**src/hdl/tels_pkg.sv**
```systemverilog
// ---------------------------------------------------------------------------
// tels_pkg
// Types, field widths, codes and the percent scaling helper shared by the
// timed event light scheduler and its divider.
// ---------------------------------------------------------------------------
package tels_pkg;

    localparam int PIN_W  = 3;
    localparam int TIME_W = 17;
    localparam int LVL_W  = 7;
    localparam int STEP_W = 8;
    localparam int DUR_W  = 11;
    localparam int DURS_W = 17;
    localparam int DUTY_W = 8;
    localparam int INC_W  = 9;
    localparam int PROD_W = INC_W + DURS_W;

    localparam logic [1:0] MODE_APPEND = 2'd0;
    localparam logic [1:0] MODE_CLEAR  = 2'd1;
    localparam logic [1:0] MODE_TICK   = 2'd2;

    localparam logic KIND_SWITCH = 1'b0;
    localparam logic KIND_RAMP   = 1'b1;

    // pin in the lowest bits, duration in the highest, as on the input stream
    typedef struct packed {
        logic [DUR_W-1:0]         dur_min;
        logic signed [STEP_W-1:0] step;
        logic [LVL_W-1:0]         level;
        logic [TIME_W-1:0]        start;
        logic                     kind;
        logic [PIN_W-1:0]         pin;
    } t_event;

    typedef struct packed {
        logic [PIN_W-1:0]  pin;
        logic              kind;
        logic              sw;
        logic [DUTY_W-1:0] duty;
    } t_result;

    // x*255/100 truncated, x up to 128: reciprocal multiply, exact below 43690
    function automatic logic [INC_W-1:0] pct255(input logic [7:0] x);
        logic [15:0] v;
        logic [28:0] p;
        v = {x, 8'b0} - {8'b0, x};
        p = {13'b0, v} * 29'd5243;
        return p[27:19];
    endfunction

endpackage

```
**src/hdl/tels_div.sv**
```systemverilog
// ---------------------------------------------------------------------------
// tels_div
// Restoring unsigned divider, one quotient bit per cycle.
// ---------------------------------------------------------------------------
module tels_div
    import tels_pkg::*;
(
    input  logic              i_clk,
    input  logic              i_rst_n,
    input  logic              i_start,
    input  logic [PROD_W-1:0] i_dividend,
    input  logic [DURS_W-1:0] i_divisor,
    output logic              o_done,
    output logic [PROD_W-1:0] o_quot
);

    localparam int CNT_W = $clog2(PROD_W);

    logic              r_busy;
    logic              r_done;
    logic [CNT_W-1:0]  r_cnt;
    logic [PROD_W-1:0] r_num;
    logic [DURS_W-1:0] r_rem;
    logic [DURS_W-1:0] r_div;
    logic [DURS_W:0]   w_trial;
    logic              w_ge;

    assign w_trial = {r_rem, r_num[PROD_W-1]};
    assign w_ge    = w_trial >= {1'b0, r_div};

    always_ff @(posedge i_clk) begin
        if (!i_rst_n) begin
            r_busy <= 1'b0;
            r_done <= 1'b0;
        end else begin
            r_done <= !i_start && r_busy && (r_cnt == CNT_W'(PROD_W - 1));
            if (i_start) begin
                r_busy <= 1'b1;
                r_cnt  <= '0;
                r_num  <= i_dividend;
                r_rem  <= '0;
                r_div  <= i_divisor;
            end else if (r_busy) begin
                // shift in one dividend bit, subtract when it fits
                if (w_ge) begin
                    r_rem <= DURS_W'(w_trial - {1'b0, r_div});
                end else begin
                    r_rem <= w_trial[DURS_W-1:0];
                end
                r_num <= {r_num[PROD_W-2:0], w_ge};
                r_cnt <= r_cnt + 1'b1;
                if (r_cnt == CNT_W'(PROD_W - 1)) begin
                    r_busy <= 1'b0;
                end
            end
        end
    end

    assign o_done = r_done;
    assign o_quot = r_num;

endmodule

```
**src/hdl/timed_event_light_scheduler.sv**
```systemverilog
// ---------------------------------------------------------------------------
// timed_event_light_scheduler
// Event table for timed light outputs: append, clear and per-tick apply.
// ---------------------------------------------------------------------------
// A tick scans the event memory once per output and decides whether the output
// needs an update: a switch result is emitted directly, a ramp is first
// calculated and, unless it is steady or past its end, divided before it is
// emitted. Emitting stalls while the pending slot cannot move to the output.
// Results leave through an output register and one pending slot.
// Reset empties the table, marks no output as applied and enables ticks.
// ---------------------------------------------------------------------------
module timed_event_light_scheduler
    import tels_pkg::*;
#(
    parameter int EVENT_CAPACITY = 32,
    parameter int OUTPUT_COUNT   = 8
) (
    input  logic        i_clk,
    input  logic        i_rst_n,
    input  logic        i_cfg_wr_en,
    input  logic        i_cfg_wr_data,    // schedule_enable
    input  logic        i_s_tvalid,
    output logic        o_s_tready,
    // out_pin[2:0], event_kind[3], time_seconds[20:4], start_level[27:21],
    // step_percent[35:28], duration_minutes[46:36], zero [47]
    input  logic [47:0] i_s_tdata,
    input  logic [1:0]  i_s_tuser,        // mode
    output logic        o_m_tvalid,
    input  logic        i_m_tready,
    // drive_pin[2:0], switch_level[3], duty[11:4], zero [15:12]
    output logic [15:0] o_m_tdata,
    output logic        o_m_tuser,        // drive_kind
    output logic        o_m_tlast         // last_of_tick
);

    localparam int IW  = (EVENT_CAPACITY > 1) ? $clog2(EVENT_CAPACITY) : 1;
    localparam int CW  = $clog2(EVENT_CAPACITY + 1);
    localparam int PW  = (OUTPUT_COUNT > 1) ? $clog2(OUTPUT_COUNT) : 1;
    localparam int CMW = (PW > PIN_W) ? PW : PIN_W;

    localparam logic [2:0] S_IDLE   = 3'd0;
    localparam logic [2:0] S_SCAN   = 3'd1;
    localparam logic [2:0] S_DECIDE = 3'd2;
    localparam logic [2:0] S_CALC   = 3'd3;
    localparam logic [2:0] S_PROD   = 3'd4;
    localparam logic [2:0] S_DIV    = 3'd5;
    localparam logic [2:0] S_EMIT   = 3'd6;
    localparam logic [2:0] S_FLUSH  = 3'd7;

    // event memory, read through a register
    t_event mem [EVENT_CAPACITY];

    logic [2:0]        r_state;
    logic              r_en;
    logic [CW-1:0]     r_cnt;
    logic [TIME_W-1:0] r_now;
    logic [PW-1:0]     r_pin;
    logic [CW-1:0]     r_addr;
    logic              r_rvld;
    logic [IW-1:0]     r_ridx;
    t_event            r_rdata;
    logic              r_seen;
    logic              r_found;
    logic [TIME_W-1:0] r_first_start;
    t_event            r_prev;
    logic [IW-1:0]     r_prev_idx;
    t_event            r_pair;
    logic [IW-1:0]     r_pair_idx;
    t_event            r_sel;
    logic              r_act_v [OUTPUT_COUNT];
    logic [IW-1:0]     r_act   [OUTPUT_COUNT];
    logic [DUTY_W-1:0] r_base;
    logic [INC_W-1:0]  r_inc;
    logic              r_incneg;
    logic signed [TIME_W:0] r_el;
    logic [DURS_W-1:0] r_durs;
    logic              r_neg;
    t_result           r_res;
    logic              r_pend_v;
    t_result           r_pend;
    logic              r_ov;
    t_result           r_out;
    logic              r_olast;

    t_event            w_in;
    logic [1:0]        w_mode;
    logic              w_acc;
    logic              w_wr;
    logic              w_rd;
    logic              w_match;
    logic              w_use_last;
    t_event            w_sel;
    logic [IW-1:0]     w_sel_idx;
    logic              w_have;
    logic              w_upd;
    logic              w_last_pin;
    logic              w_out_free;
    logic              w_ov_load;
    logic [INC_W-1:0]  w_base9;
    logic [7:0]        w_stepmag;
    logic [INC_W-1:0]  w_inc9;
    logic [TIME_W-1:0] w_elmag;
    logic [PROD_W-1:0] w_prod;
    logic [DUTY_W-1:0] w_inc8;
    logic              w_need_div;
    logic              w_div_start;
    logic              w_div_done;
    logic [PROD_W-1:0] w_quot;
    logic [DUTY_W-1:0] w_q8;

    assign w_mode = i_s_tuser;
    assign w_in   = i_s_tdata[46:0];
    assign w_acc  = i_s_tvalid && o_s_tready;
    assign w_wr   = w_acc && (w_mode == MODE_APPEND) && (r_cnt < CW'(EVENT_CAPACITY));
    assign w_rd   = (r_state == S_SCAN) && (r_addr < r_cnt);

    // hold the table: append at the fill count, read one entry per scan cycle
    always_ff @(posedge i_clk) begin
        if (w_wr) begin
            mem[r_cnt[IW-1:0]] <= w_in;
        end
        if (w_rd) begin
            r_rdata <= mem[r_addr[IW-1:0]];
        end
    end

    assign w_match = r_rvld && (CMW'(r_rdata.pin) == CMW'(r_pin));

    // before the first or from the last event on, the last event applies
    assign w_use_last = (r_now < r_first_start) || (r_now >= r_prev.start);
    assign w_sel      = w_use_last ? r_prev : r_pair;
    assign w_sel_idx  = w_use_last ? r_prev_idx : r_pair_idx;
    assign w_have     = r_seen && (w_use_last || r_found);
    assign w_upd      = w_have && ((w_sel.dur_min != '0) || !r_act_v[r_pin] ||
                                   (r_act[r_pin] != w_sel_idx));
    assign w_last_pin = (r_pin == PW'(OUTPUT_COUNT - 1));
    assign w_out_free = !r_ov || i_m_tready;
    // move the pending result into the output register
    assign w_ov_load  = r_pend_v && w_out_free &&
                        ((r_state == S_EMIT) || (r_state == S_FLUSH));

    // ramp arithmetic: percent scaling, elapsed time, product for the divider
    assign w_base9    = pct255({1'b0, r_sel.level});
    assign w_stepmag  = r_sel.step[STEP_W-1] ? 8'(-r_sel.step) : 8'(r_sel.step);
    assign w_inc9     = pct255(w_stepmag);
    assign w_elmag    = r_el[TIME_W] ? TIME_W'(-r_el) : TIME_W'(r_el);
    assign w_prod     = {{DURS_W{1'b0}}, r_inc} * {{INC_W{1'b0}}, w_elmag};
    assign w_inc8     = r_incneg ? DUTY_W'(-r_inc[DUTY_W-1:0]) : r_inc[DUTY_W-1:0];
    assign w_need_div = (r_durs != '0) && !(r_el > $signed({1'b0, r_durs}));
    assign w_div_start = (r_state == S_PROD) && w_need_div;
    assign w_q8       = r_neg ? DUTY_W'(-w_quot[DUTY_W-1:0]) : w_quot[DUTY_W-1:0];

    tels_div u_div (
        .i_clk      (i_clk),
        .i_rst_n    (i_rst_n),
        .i_start    (w_div_start),
        .i_dividend (w_prod),
        .i_divisor  (r_durs),
        .o_done     (w_div_done),
        .o_quot     (w_quot)
    );

    always_ff @(posedge i_clk) begin
        if (!i_rst_n) begin
            r_state  <= S_IDLE;
            r_en     <= 1'b1;
            r_cnt    <= '0;
            r_rvld   <= 1'b0;
            r_pend_v <= 1'b0;
            r_ov     <= 1'b0;
            for (int k = 0; k < OUTPUT_COUNT; k++) begin
                r_act_v[k] <= 1'b0;
            end
        end else begin
            if (w_ov_load) begin
                r_ov <= 1'b1;
            end else if (r_ov && i_m_tready) begin
                r_ov <= 1'b0;
            end
            // a clear drops to manual mode
            if (w_acc && (w_mode == MODE_CLEAR)) begin
                r_en <= 1'b0;
            end else if (i_cfg_wr_en) begin
                r_en <= i_cfg_wr_data;
            end
            r_rvld <= w_rd;
            case (r_state)
                S_IDLE: begin
                    if (w_acc) begin
                        if (w_wr) begin
                            r_cnt <= r_cnt + 1'b1;
                        end
                        if (w_mode == MODE_CLEAR) begin
                            r_cnt <= '0;
                        end
                        if ((w_mode == MODE_TICK) && r_en) begin
                            r_now   <= w_in.start;
                            r_pin   <= '0;
                            r_addr  <= '0;
                            r_seen  <= 1'b0;
                            r_found <= 1'b0;
                            r_state <= S_SCAN;
                        end
                    end
                end
                S_SCAN: begin
                    if (w_rd) begin
                        r_addr <= r_addr + 1'b1;
                        r_ridx <= r_addr[IW-1:0];
                    end else if (!r_rvld) begin
                        r_state <= S_DECIDE;
                    end
                    // track first start, last event and the first bracketing pair
                    if (w_match) begin
                        if (!r_seen) begin
                            r_first_start <= r_rdata.start;
                            r_seen        <= 1'b1;
                        end else if (!r_found && (r_now >= r_prev.start) &&
                                     (r_now < r_rdata.start)) begin
                            r_found    <= 1'b1;
                            r_pair     <= r_prev;
                            r_pair_idx <= r_prev_idx;
                        end
                        r_prev     <= r_rdata;
                        r_prev_idx <= r_ridx;
                    end
                end
                S_DECIDE: begin
                    if (w_upd) begin
                        r_act_v[r_pin] <= 1'b1;
                        r_act[r_pin]   <= w_sel_idx;
                        r_sel          <= w_sel;
                        if (w_sel.kind == KIND_SWITCH) begin
                            r_res   <= '{pin: w_sel.pin, kind: KIND_SWITCH,
                                         sw: (w_sel.level != '0), duty: '0};
                            r_state <= S_EMIT;
                        end else begin
                            r_state <= S_CALC;
                        end
                    end else if (w_last_pin) begin
                        r_state <= S_FLUSH;
                    end else begin
                        r_pin   <= r_pin + 1'b1;
                        r_addr  <= '0;
                        r_seen  <= 1'b0;
                        r_found <= 1'b0;
                        r_state <= S_SCAN;
                    end
                end
                S_CALC: begin
                    r_base   <= w_base9[DUTY_W-1:0];
                    r_inc    <= w_inc9;
                    r_incneg <= r_sel.step[STEP_W-1];
                    r_el     <= $signed({1'b0, r_now}) - $signed({1'b0, r_sel.start});
                    r_durs   <= {r_sel.dur_min, 6'b0} - {4'b0, r_sel.dur_min, 2'b0};
                    r_state  <= S_PROD;
                end
                S_PROD: begin
                    r_neg <= r_incneg ^ r_el[TIME_W];
                    // steady level keeps the base, past the end of the ramp adds the step
                    r_res <= '{pin: r_sel.pin, kind: KIND_RAMP, sw: 1'b0,
                               duty: (w_need_div || (r_durs == '0)) ? r_base
                                     : DUTY_W'(r_base + w_inc8)};
                    if (w_need_div) begin
                        r_state <= S_DIV;
                    end else begin
                        r_state <= S_EMIT;
                    end
                end
                S_DIV: begin
                    if (w_div_done) begin
                        r_res.duty <= DUTY_W'(r_base + w_q8);
                        r_state    <= S_EMIT;
                    end
                end
                S_EMIT: begin
                    // park the result; the pending one leaves once the next is known
                    if (!r_pend_v || w_out_free) begin
                        if (r_pend_v) begin
                            r_out   <= r_pend;
                            r_olast <= 1'b0;
                        end
                        r_pend   <= r_res;
                        r_pend_v <= 1'b1;
                        if (w_last_pin) begin
                            r_state <= S_FLUSH;
                        end else begin
                            r_pin   <= r_pin + 1'b1;
                            r_addr  <= '0;
                            r_seen  <= 1'b0;
                            r_found <= 1'b0;
                            r_state <= S_SCAN;
                        end
                    end
                end
                S_FLUSH: begin
                    // release the final result of the tick marked last
                    if (!r_pend_v) begin
                        r_state <= S_IDLE;
                    end else if (w_out_free) begin
                        r_out    <= r_pend;
                        r_olast  <= 1'b1;
                        r_pend_v <= 1'b0;
                        r_state  <= S_IDLE;
                    end
                end
                default: begin
                    r_state <= S_IDLE;
                end
            endcase
        end
    end

    assign o_s_tready = (r_state == S_IDLE);
    assign o_m_tvalid = r_ov;
    assign o_m_tdata  = {4'b0, r_out.duty, r_out.sw, r_out.pin};
    assign o_m_tuser  = r_out.kind;
    assign o_m_tlast  = r_olast;

    a_cnt_range: assert property (@(posedge i_clk) disable iff (!i_rst_n)
        r_cnt <= CW'(EVENT_CAPACITY))
        else $error("event count beyond capacity");

    a_idle_no_pending: assert property (@(posedge i_clk) disable iff (!i_rst_n)
        (r_state == S_IDLE) |-> !r_pend_v)
        else $error("result left pending after tick");

    a_div_done_in_div: assert property (@(posedge i_clk) disable iff (!i_rst_n)
        w_div_done |-> (r_state == S_DIV))
        else $error("divider finished outside divide state");

endmodule
```
**config.mk**
```make
export PLATFORM = sky130hd
export DESIGN_NAME = timed_event_light_scheduler
export DESIGN_NICKNAME = d
export VERILOG_FILES = /design/src/hdl/tels_pkg.sv /design/src/hdl/tels_div.sv /design/src/hdl/timed_event_light_scheduler.sv
export SDC_FILE = /design/constraint.sdc
export NUM_CORES = 2
export LEC_CHECK = 0
export ABC_AREA = 1
export ABC_CLOCK_PERIOD_IN_PS = 9120
export BUFFER_PORTS_ARGS = -buffer_cell sky130_fd_sc_hd__clkbuf_2
export CAP_MARGIN = 15
export CELL_PAD_IN_SITES_DETAIL_PLACEMENT = 1
export CELL_PAD_IN_SITES_GLOBAL_PLACEMENT = 1
export CORE_MARGIN = 10
export CORE_UTILIZATION = 49
export CTS_BUF_LIST = sky130_fd_sc_hd__clkbuf_8
export DETAILED_ROUTE_END_ITERATION = 10
export PLACE_DENSITY_LB_ADDON = 0.15
export SLEW_MARGIN = 20
export SYNTH_ARGS = -nofsm -noshare
export SYNTH_HDL_FRONTEND = slang
export SYNTH_SLANG_ARGS = --single-unit
```
**constraint.sdc**
```tcl
create_clock -name i_clk -period 9.12 [get_ports i_clk]
set_input_delay 1.824 -clock i_clk [delete_from_list [all_inputs] [get_ports i_clk]]
set_output_delay 1.824 -clock i_clk [all_outputs]
set_load 0.005 [all_outputs]
```
## After elaboration in Yosys (flattened, before gate mapping)

Memories as Yosys holds them, arrays and structs flattened. A register that Yosys moved wholly into a read port is not among the register bits.
Index checks and enable logic that the tools add are counted.

| storage, ports and cells | value |
|---|---|
| logic and storage cells | 278 |
| memories kept | 3 |
| memory bits (writable) | 1552 |
| input bits | 56 |
| output and inout bits | 20 |
| bits in registers | 374 |

| operators by class | value |
|---|---|
| equal/unequal tests | 30 |
| magnitude comparators | 7 |
| reduce and logical (&&, ||, !) cells | 69 |
| multiply operators | 3 |
| add/subtract/negate cells | 15 |
| multiplexer cells | 92 |
| bitwise operators | 2 |

Memory list:

| name | depth | bits a word | read ports | clocked after Yosys merged registers in | write ports | line | RTL |
|---|---|---|---|---|---|---|---|
| mem | 32 | 47 | 1 | 1 | 1 | timed_event_light_scheduler.sv:51 | `t_event mem [EVENT_CAPACITY];` |
| r_act | 8 | 5 | 1 | 1 | 1 | timed_event_light_scheduler.sv:71 | `logic [IW-1:0] r_act [OUTPUT_COUNT];` |
| r_act_v | 8 | 1 | 1 | 1 | 8 | timed_event_light_scheduler.sv:70 | `logic r_act_v [OUTPUT_COUNT];` |

Operators by type and width:

| cell | number |
|---|---|
| two-way mux 13 bit | 6 |
| two-way mux 3 bit | 19 |
| two-way mux 26 bit | 2 |
| two-way mux 17 bit | 3 |
| two-way mux 6 bit | 8 |
| two-way mux 47 bit | 1 |
| two-way mux 8 bit | 5 |
| two-way mux 1 bit | 35 |
| less-than comparator 17 bit | 2 |
| multiplier 16 x 13 -> 28 bit, second input constant | 1 |
| multiplier 16 x 13 -> 27 bit, second input constant | 1 |
| multiplier 9 x 17 -> 26 bit | 1 |
| case mux 13 bit (2 select lines) | 1 |
| negator 8 bit | 3 |
| case mux 3 bit (8 select lines) | 1 |
| case mux 6 bit (4 select lines) | 1 |
| case mux 8 bit (3 select lines) | 1 |
| != test 2 bit, second input constant | 11 |
| AND reduction 7 bit | 3 |
| >= comparator 18 x 17 -> 1 bit | 1 |
| greater-than comparator 18 bit | 1 |
| logical AND 1 bit | 18 |
| subtractor 17 x 17 -> 18 bit | 1 |
| >= comparator 17 bit | 1 |
| 47 further kinds | 91 |

## Depth between registers and ports, before layout

| depth | value |
|---|---|
| depth after elaboration | 13 |
| mapped depth | 39 |
| gate-level depth less buffers | 39 |

## Cells and area by module

Synthesis repeated with hierarchy kept, for this count alone.

| second synthesis, totals | value |
|---|---|
| cell total of the unflattened synthesis | 7779 |
| area, all modules | 93126.8 sq um |

By module, submodules not included:

| module | cells an instance | times used | seq. area each (sq um) | area an instance (sq um) |
|---|---|---|---|---|
| timed_event_light_scheduler | 7313 | 1 | 57024.7 | 89221.8 |
| tels_div | 466 | 1 | 1991.9 | 3905.0 |

## Worst setup path after synthesis

OpenSTA, ideal clock, no wires.

| path | value |
|---|---|
| path type | input port to flip-flop |
| start | input i_rst_n |
| end | register r_pair[0] in the netlist's numbering, enable pin |
| setup time | 0.462 ns |
| arrival | 8.339 ns |
| path buffers | 0 |
| data required time | 8.658 ns |
| path slack | 0.319 ns |
| cell stages on the path | 4 |
| cells stage by stage | clkinv_1 -> nor3_1 -> inv_1 -> nor2_1 |

| between the ends | value |
|---|---|
| word-level cells in the longest chain between the ends | 1 |

Ends and longest elaborated chain:

| element | line | RTL |
|---|---|---|
| start, declared | timed_event_light_scheduler.sv:19 | `input logic i_rst_n,` |
| AND reduction 5 bit (no source line) | -- |  |
| end signal, assigned | timed_event_light_scheduler.sv:221 | `r_pair <= r_prev;` |
| end, declared | timed_event_light_scheduler.sv:67 | `t_event r_pair;` |

No other way between the ends.
A chain may end at the register's enable or synchronous reset.

## Final worst setup path

| path | value |
|---|---|
| start | register r_sel[28] in the netlist's numbering |
| end | register r_inc[6], data pin |

| between the ends | value |
|---|---|
| word-level cells in the longest chain between the ends | 4 |

Ends and longest elaborated chain:

| element | line | RTL |
|---|---|---|
| start, declared | timed_event_light_scheduler.sv:69 | `t_event r_sel;` |
| start signal, assigned | timed_event_light_scheduler.sv:232 | `r_sel <= w_sel;` |
| negator 8 bit | timed_event_light_scheduler.sv:144 | `assign w_stepmag = r_sel.step[STEP_W-1] ? 8'(-r_sel.step) : 8'(r_sel.step);` |
| two-way mux 8 bit (*) | timed_event_light_scheduler.sv:144 |  |
| subtractor 16 x 8 -> 16 bit (*) | tels_pkg.sv:46 | `v = {x, 8'b0} - {8'b0, x};` |
| multiplier 16 x 13 -> 28 bit (*) | tels_pkg.sv:47 | `p = {13'b0, v} * 29'd5243;` |
| via w_inc9[6] | timed_event_light_scheduler.sv:101 | `logic [INC_W-1:0] w_inc9;` |
| end signal, assigned | timed_event_light_scheduler.sv:252 | `r_inc <= w_inc9;` |
| end, declared | timed_event_light_scheduler.sv:73 | `logic [INC_W-1:0] r_inc;` |

Mark *: on every way through the listed nets, which the timed path passes. The rest lies on a longest branch.

==> flow_summary.ini <==
[synthesis]
syn_area_per_cell_um2 = 12.2
synthCells = 7557
synth_edf_count = 1946
synth_seq_cells = 1972
yosys_warnings = 0
synth_top_flop_cell = edfxtp_1
seq_area_frac_synth_pct = 63.9
synthArstFlopShare_pct = 0
synth_cell_types = 61
synth_area_um2 = 92200

[route]
drt-initial-drc-count = 5546
wl_per_cell_um = 25.9
drc = 0
totalWireLength_um = 270000
viasPerCell = 5.87
vias = 61311
ant_nets = 0
firstDrtPassIters = 5

[power]
p_leak_nw = 37.3
p_sw_mw = 4.37
p_int_mw = 13.9
fin_total_pwr_mw = 18.3
power.density_nw_per_um2 = 181
power.share.sequential_pct = 54.6
switching_share_pct = 23.9
vdd_drop_max_mv = 0.127
comb_power_share_pct = 6.1
p_clk_share_pct = 39.3

[layout]
n_fill_cell = 19109
fin_cells = 10448
syn2layout_area_growth_pct = 9.89
layout-drive-gt1-share_pct = 8.23
layout.nets = 8392
final_util_pct = 54.1
multi_input_area_um2 = 29200
register_area_um2 = 59000

[cts]
cts.sinks = 1972
h-tree-depth = 5
cts_resized = 0
ctsLongestPathBuffers = 4
root_buffer = clkbuf_8
clk_pin_slew_ns = 0.06
cts_buffers = 339
ctsHoldBuffers = 0
cts_setup_buffers = 0
clock_latency_ns = 1.06
cts_tree = built

[die]
fp.dieH_um = 454
start_util_pct = 49.2
die_w_um = 454
die-area_um2 = 206000
coreArea_um2 = 187000
rows = 159
io_pins = 76

[sta]
fmax_mhz = 132
fin_crit_ns = 7.55
fin_setup_tns_ns = 0
worst_pin_slew_ns = 1.19
finalCritPeriodShare_pct = 82.8
finalMaxSlewViolations = 0
hold_viol = 0
finalSetupViolCount = 0
max-slew-margin-rel_pct = 21.0
fin_skew_ns = 0.0927
finalWorstSetupSlack_ns = 1.57
rsz0062_at_grt = false

[critical_path]
path_common_cell = inv_1
criticalPathCategory = reg2reg
cpPeakStageDelay_ns = 0.54
cp-startpoint = r_sel[28]
cp.arrival_ns = 8.30
cp_slowest_cell = fa_1
critPathRequiredTime_ns = 9.87
critPathMaxFanout = 6
crit_path_start_kind = register
end_kind = register
r2r_start = r_sel[28]

[hold_path]
hp-start = r_prev[37]
hp-class = reg2reg

[global_route]
grt_max_degree = 166
grt_antenna_before_repair = 17
grt.total_usage_pct = 25.8
grt-ovfl-total = 0
grt_pass1_wl_um = 403000
grt_pass1_vias = 64529

[place]
dp.cells = 9857
numPortBuffers = 70
place_ws_ns = 1.53
place_congestion = 0.844
place_hpwl_um = 158000

[run_status]
outcome = complete, no violations

[flow_run]
cap_violations = 0
-- power by group through the flow --
stage          combinational (mW)  sequential [mW]  clock [mW]
2_1_floorplan               0.687             10.2           0
3_3_place_gp                 1.06             10.2           0
3_5_place_dp                 1.11             10.2           0
4_1_cts                      1.12             10.0        7.33
5_1_grt                      1.25             9.99        7.72
6_report                     1.12             10.0        7.21
-- placed cells by master, fill, tap and decap left out, drive strengths merged, types with 46 or more instances in the layout --
| cell type | count |
|---|---|
| a21oi | 232 |
| a221oi | 46 |
| buf | 94 |
| clkbuf | 417 |
| clkinv | 115 |
| edfxtp | 1946 |
| fa | 253 |
| ha | 380 |
| inv | 893 |
| nand2 | 608 |
| nand3 | 136 |
| nor2 | 1081 |
| o21ai | 912 |
| o221ai | 135 |
| o22ai | 237 |
| xnor2 | 46 |
| xor2 | 83 |
-- synth_stat cells (16+ instances only) --
cell	count	share of area, %
a21oi_1	232	1.3
a221oi_1	46	0.44
a31oi_1	35	0.24
a32oi_1	44	0.42
buf_1	22	0.090
clkbuf_1	325	1.3
dfxtp_1	26	0.56
edfxtp_1	1946	63
fa_1	253	5.5
ha_1	380	5.2
inv_1	777	3.2
nand2_1	602	2.5
nand3_1	135	0.73
nand4_1	17	0.12
nor2_1	1077	4.4
nor3_1	44	0.24
o21ai_0	904	4.9
o221ai_1	135	1.3
o22ai_1	237	1.6
or2_2	16	0.11
xnor2_1	46	0.44
xor2_1	83	0.79
-- final cells by class --
cell class	count	area share (%)
Clock inverter	230	1.05
Multi-Input combinational cell	4438	28.8
Timing Repair Buffer	164	1.17
Clock buffer	347	4.71
Tap cell	2495	3.08
Antenna cell	14	0.0346
Sequential cell	1972	58.2
Inverter	788	2.95
-- layer usage --
metal  share of wire [%]  up-vias  routed length, µm  track usage, %
met1                  41    31377             110000            33.6
met4                 3.7        4               9940            9.77
met2                  49     2136             133000            43.7
met5               0.012        -                 32               0
li1                    -    27232                  -               -
met3                 6.4      562              17300            3.98
-- registers in the layout (all words and copies together) (netlist names), 18 cells and up, named ones only --
signal,flops
r_pair,47
r_act,40
u_div.o_quot,26
mem,1504
r_prev,47
r_el,18
r_sel,46
r_rdata,47
-- cells by family after synthesis --
group / share of synthesized area (%)
AND/OR/NAND/NOR: 8.34
AO/OA/AOI/OAI: 10.9
buffers and inverters: 4.76
other: 0.00814
flip-flops: 63.9
XOR/XNOR: 1.23
adder cells (fa/ha/maj): 10.6
multiplexers: 0.214
-- worst max-delay path, delay by kind of cell (launching register included) --
kind	cells	cell delay, ns
buffers and inverters	11	1.02
DFF	1	0.51
xor gates and xnor gates	1	0.16
adders and majority gates	7	2.59
and+or+nand+nor	11	1.43
AOI/OAI and AO/OA	9	1.56
-- per-stage QoR --
stage          instance area (µm²)  hold WS, ns
2_1_floorplan                92300        0.400
3_3_place_gp                 95500        0.403
3_5_place_dp                 95500        0.405
4_1_cts                     101000        0.404
5_1_grt                     101000        0.425
6_report                    101000        0.417
-- worst paths after layout --
kind / to / slack (ns) / cells past startpoint
worst min-delay path: r_pair[37] / 0.42 / 0
worst max register to register: r_inc[6] / 1.57 / 39
worst max-delay path: r_inc[6] / 1.57 / 39
worst min register to register: r_pair[37] / 0.42 / 0
(Power assumes the default switching activity.)
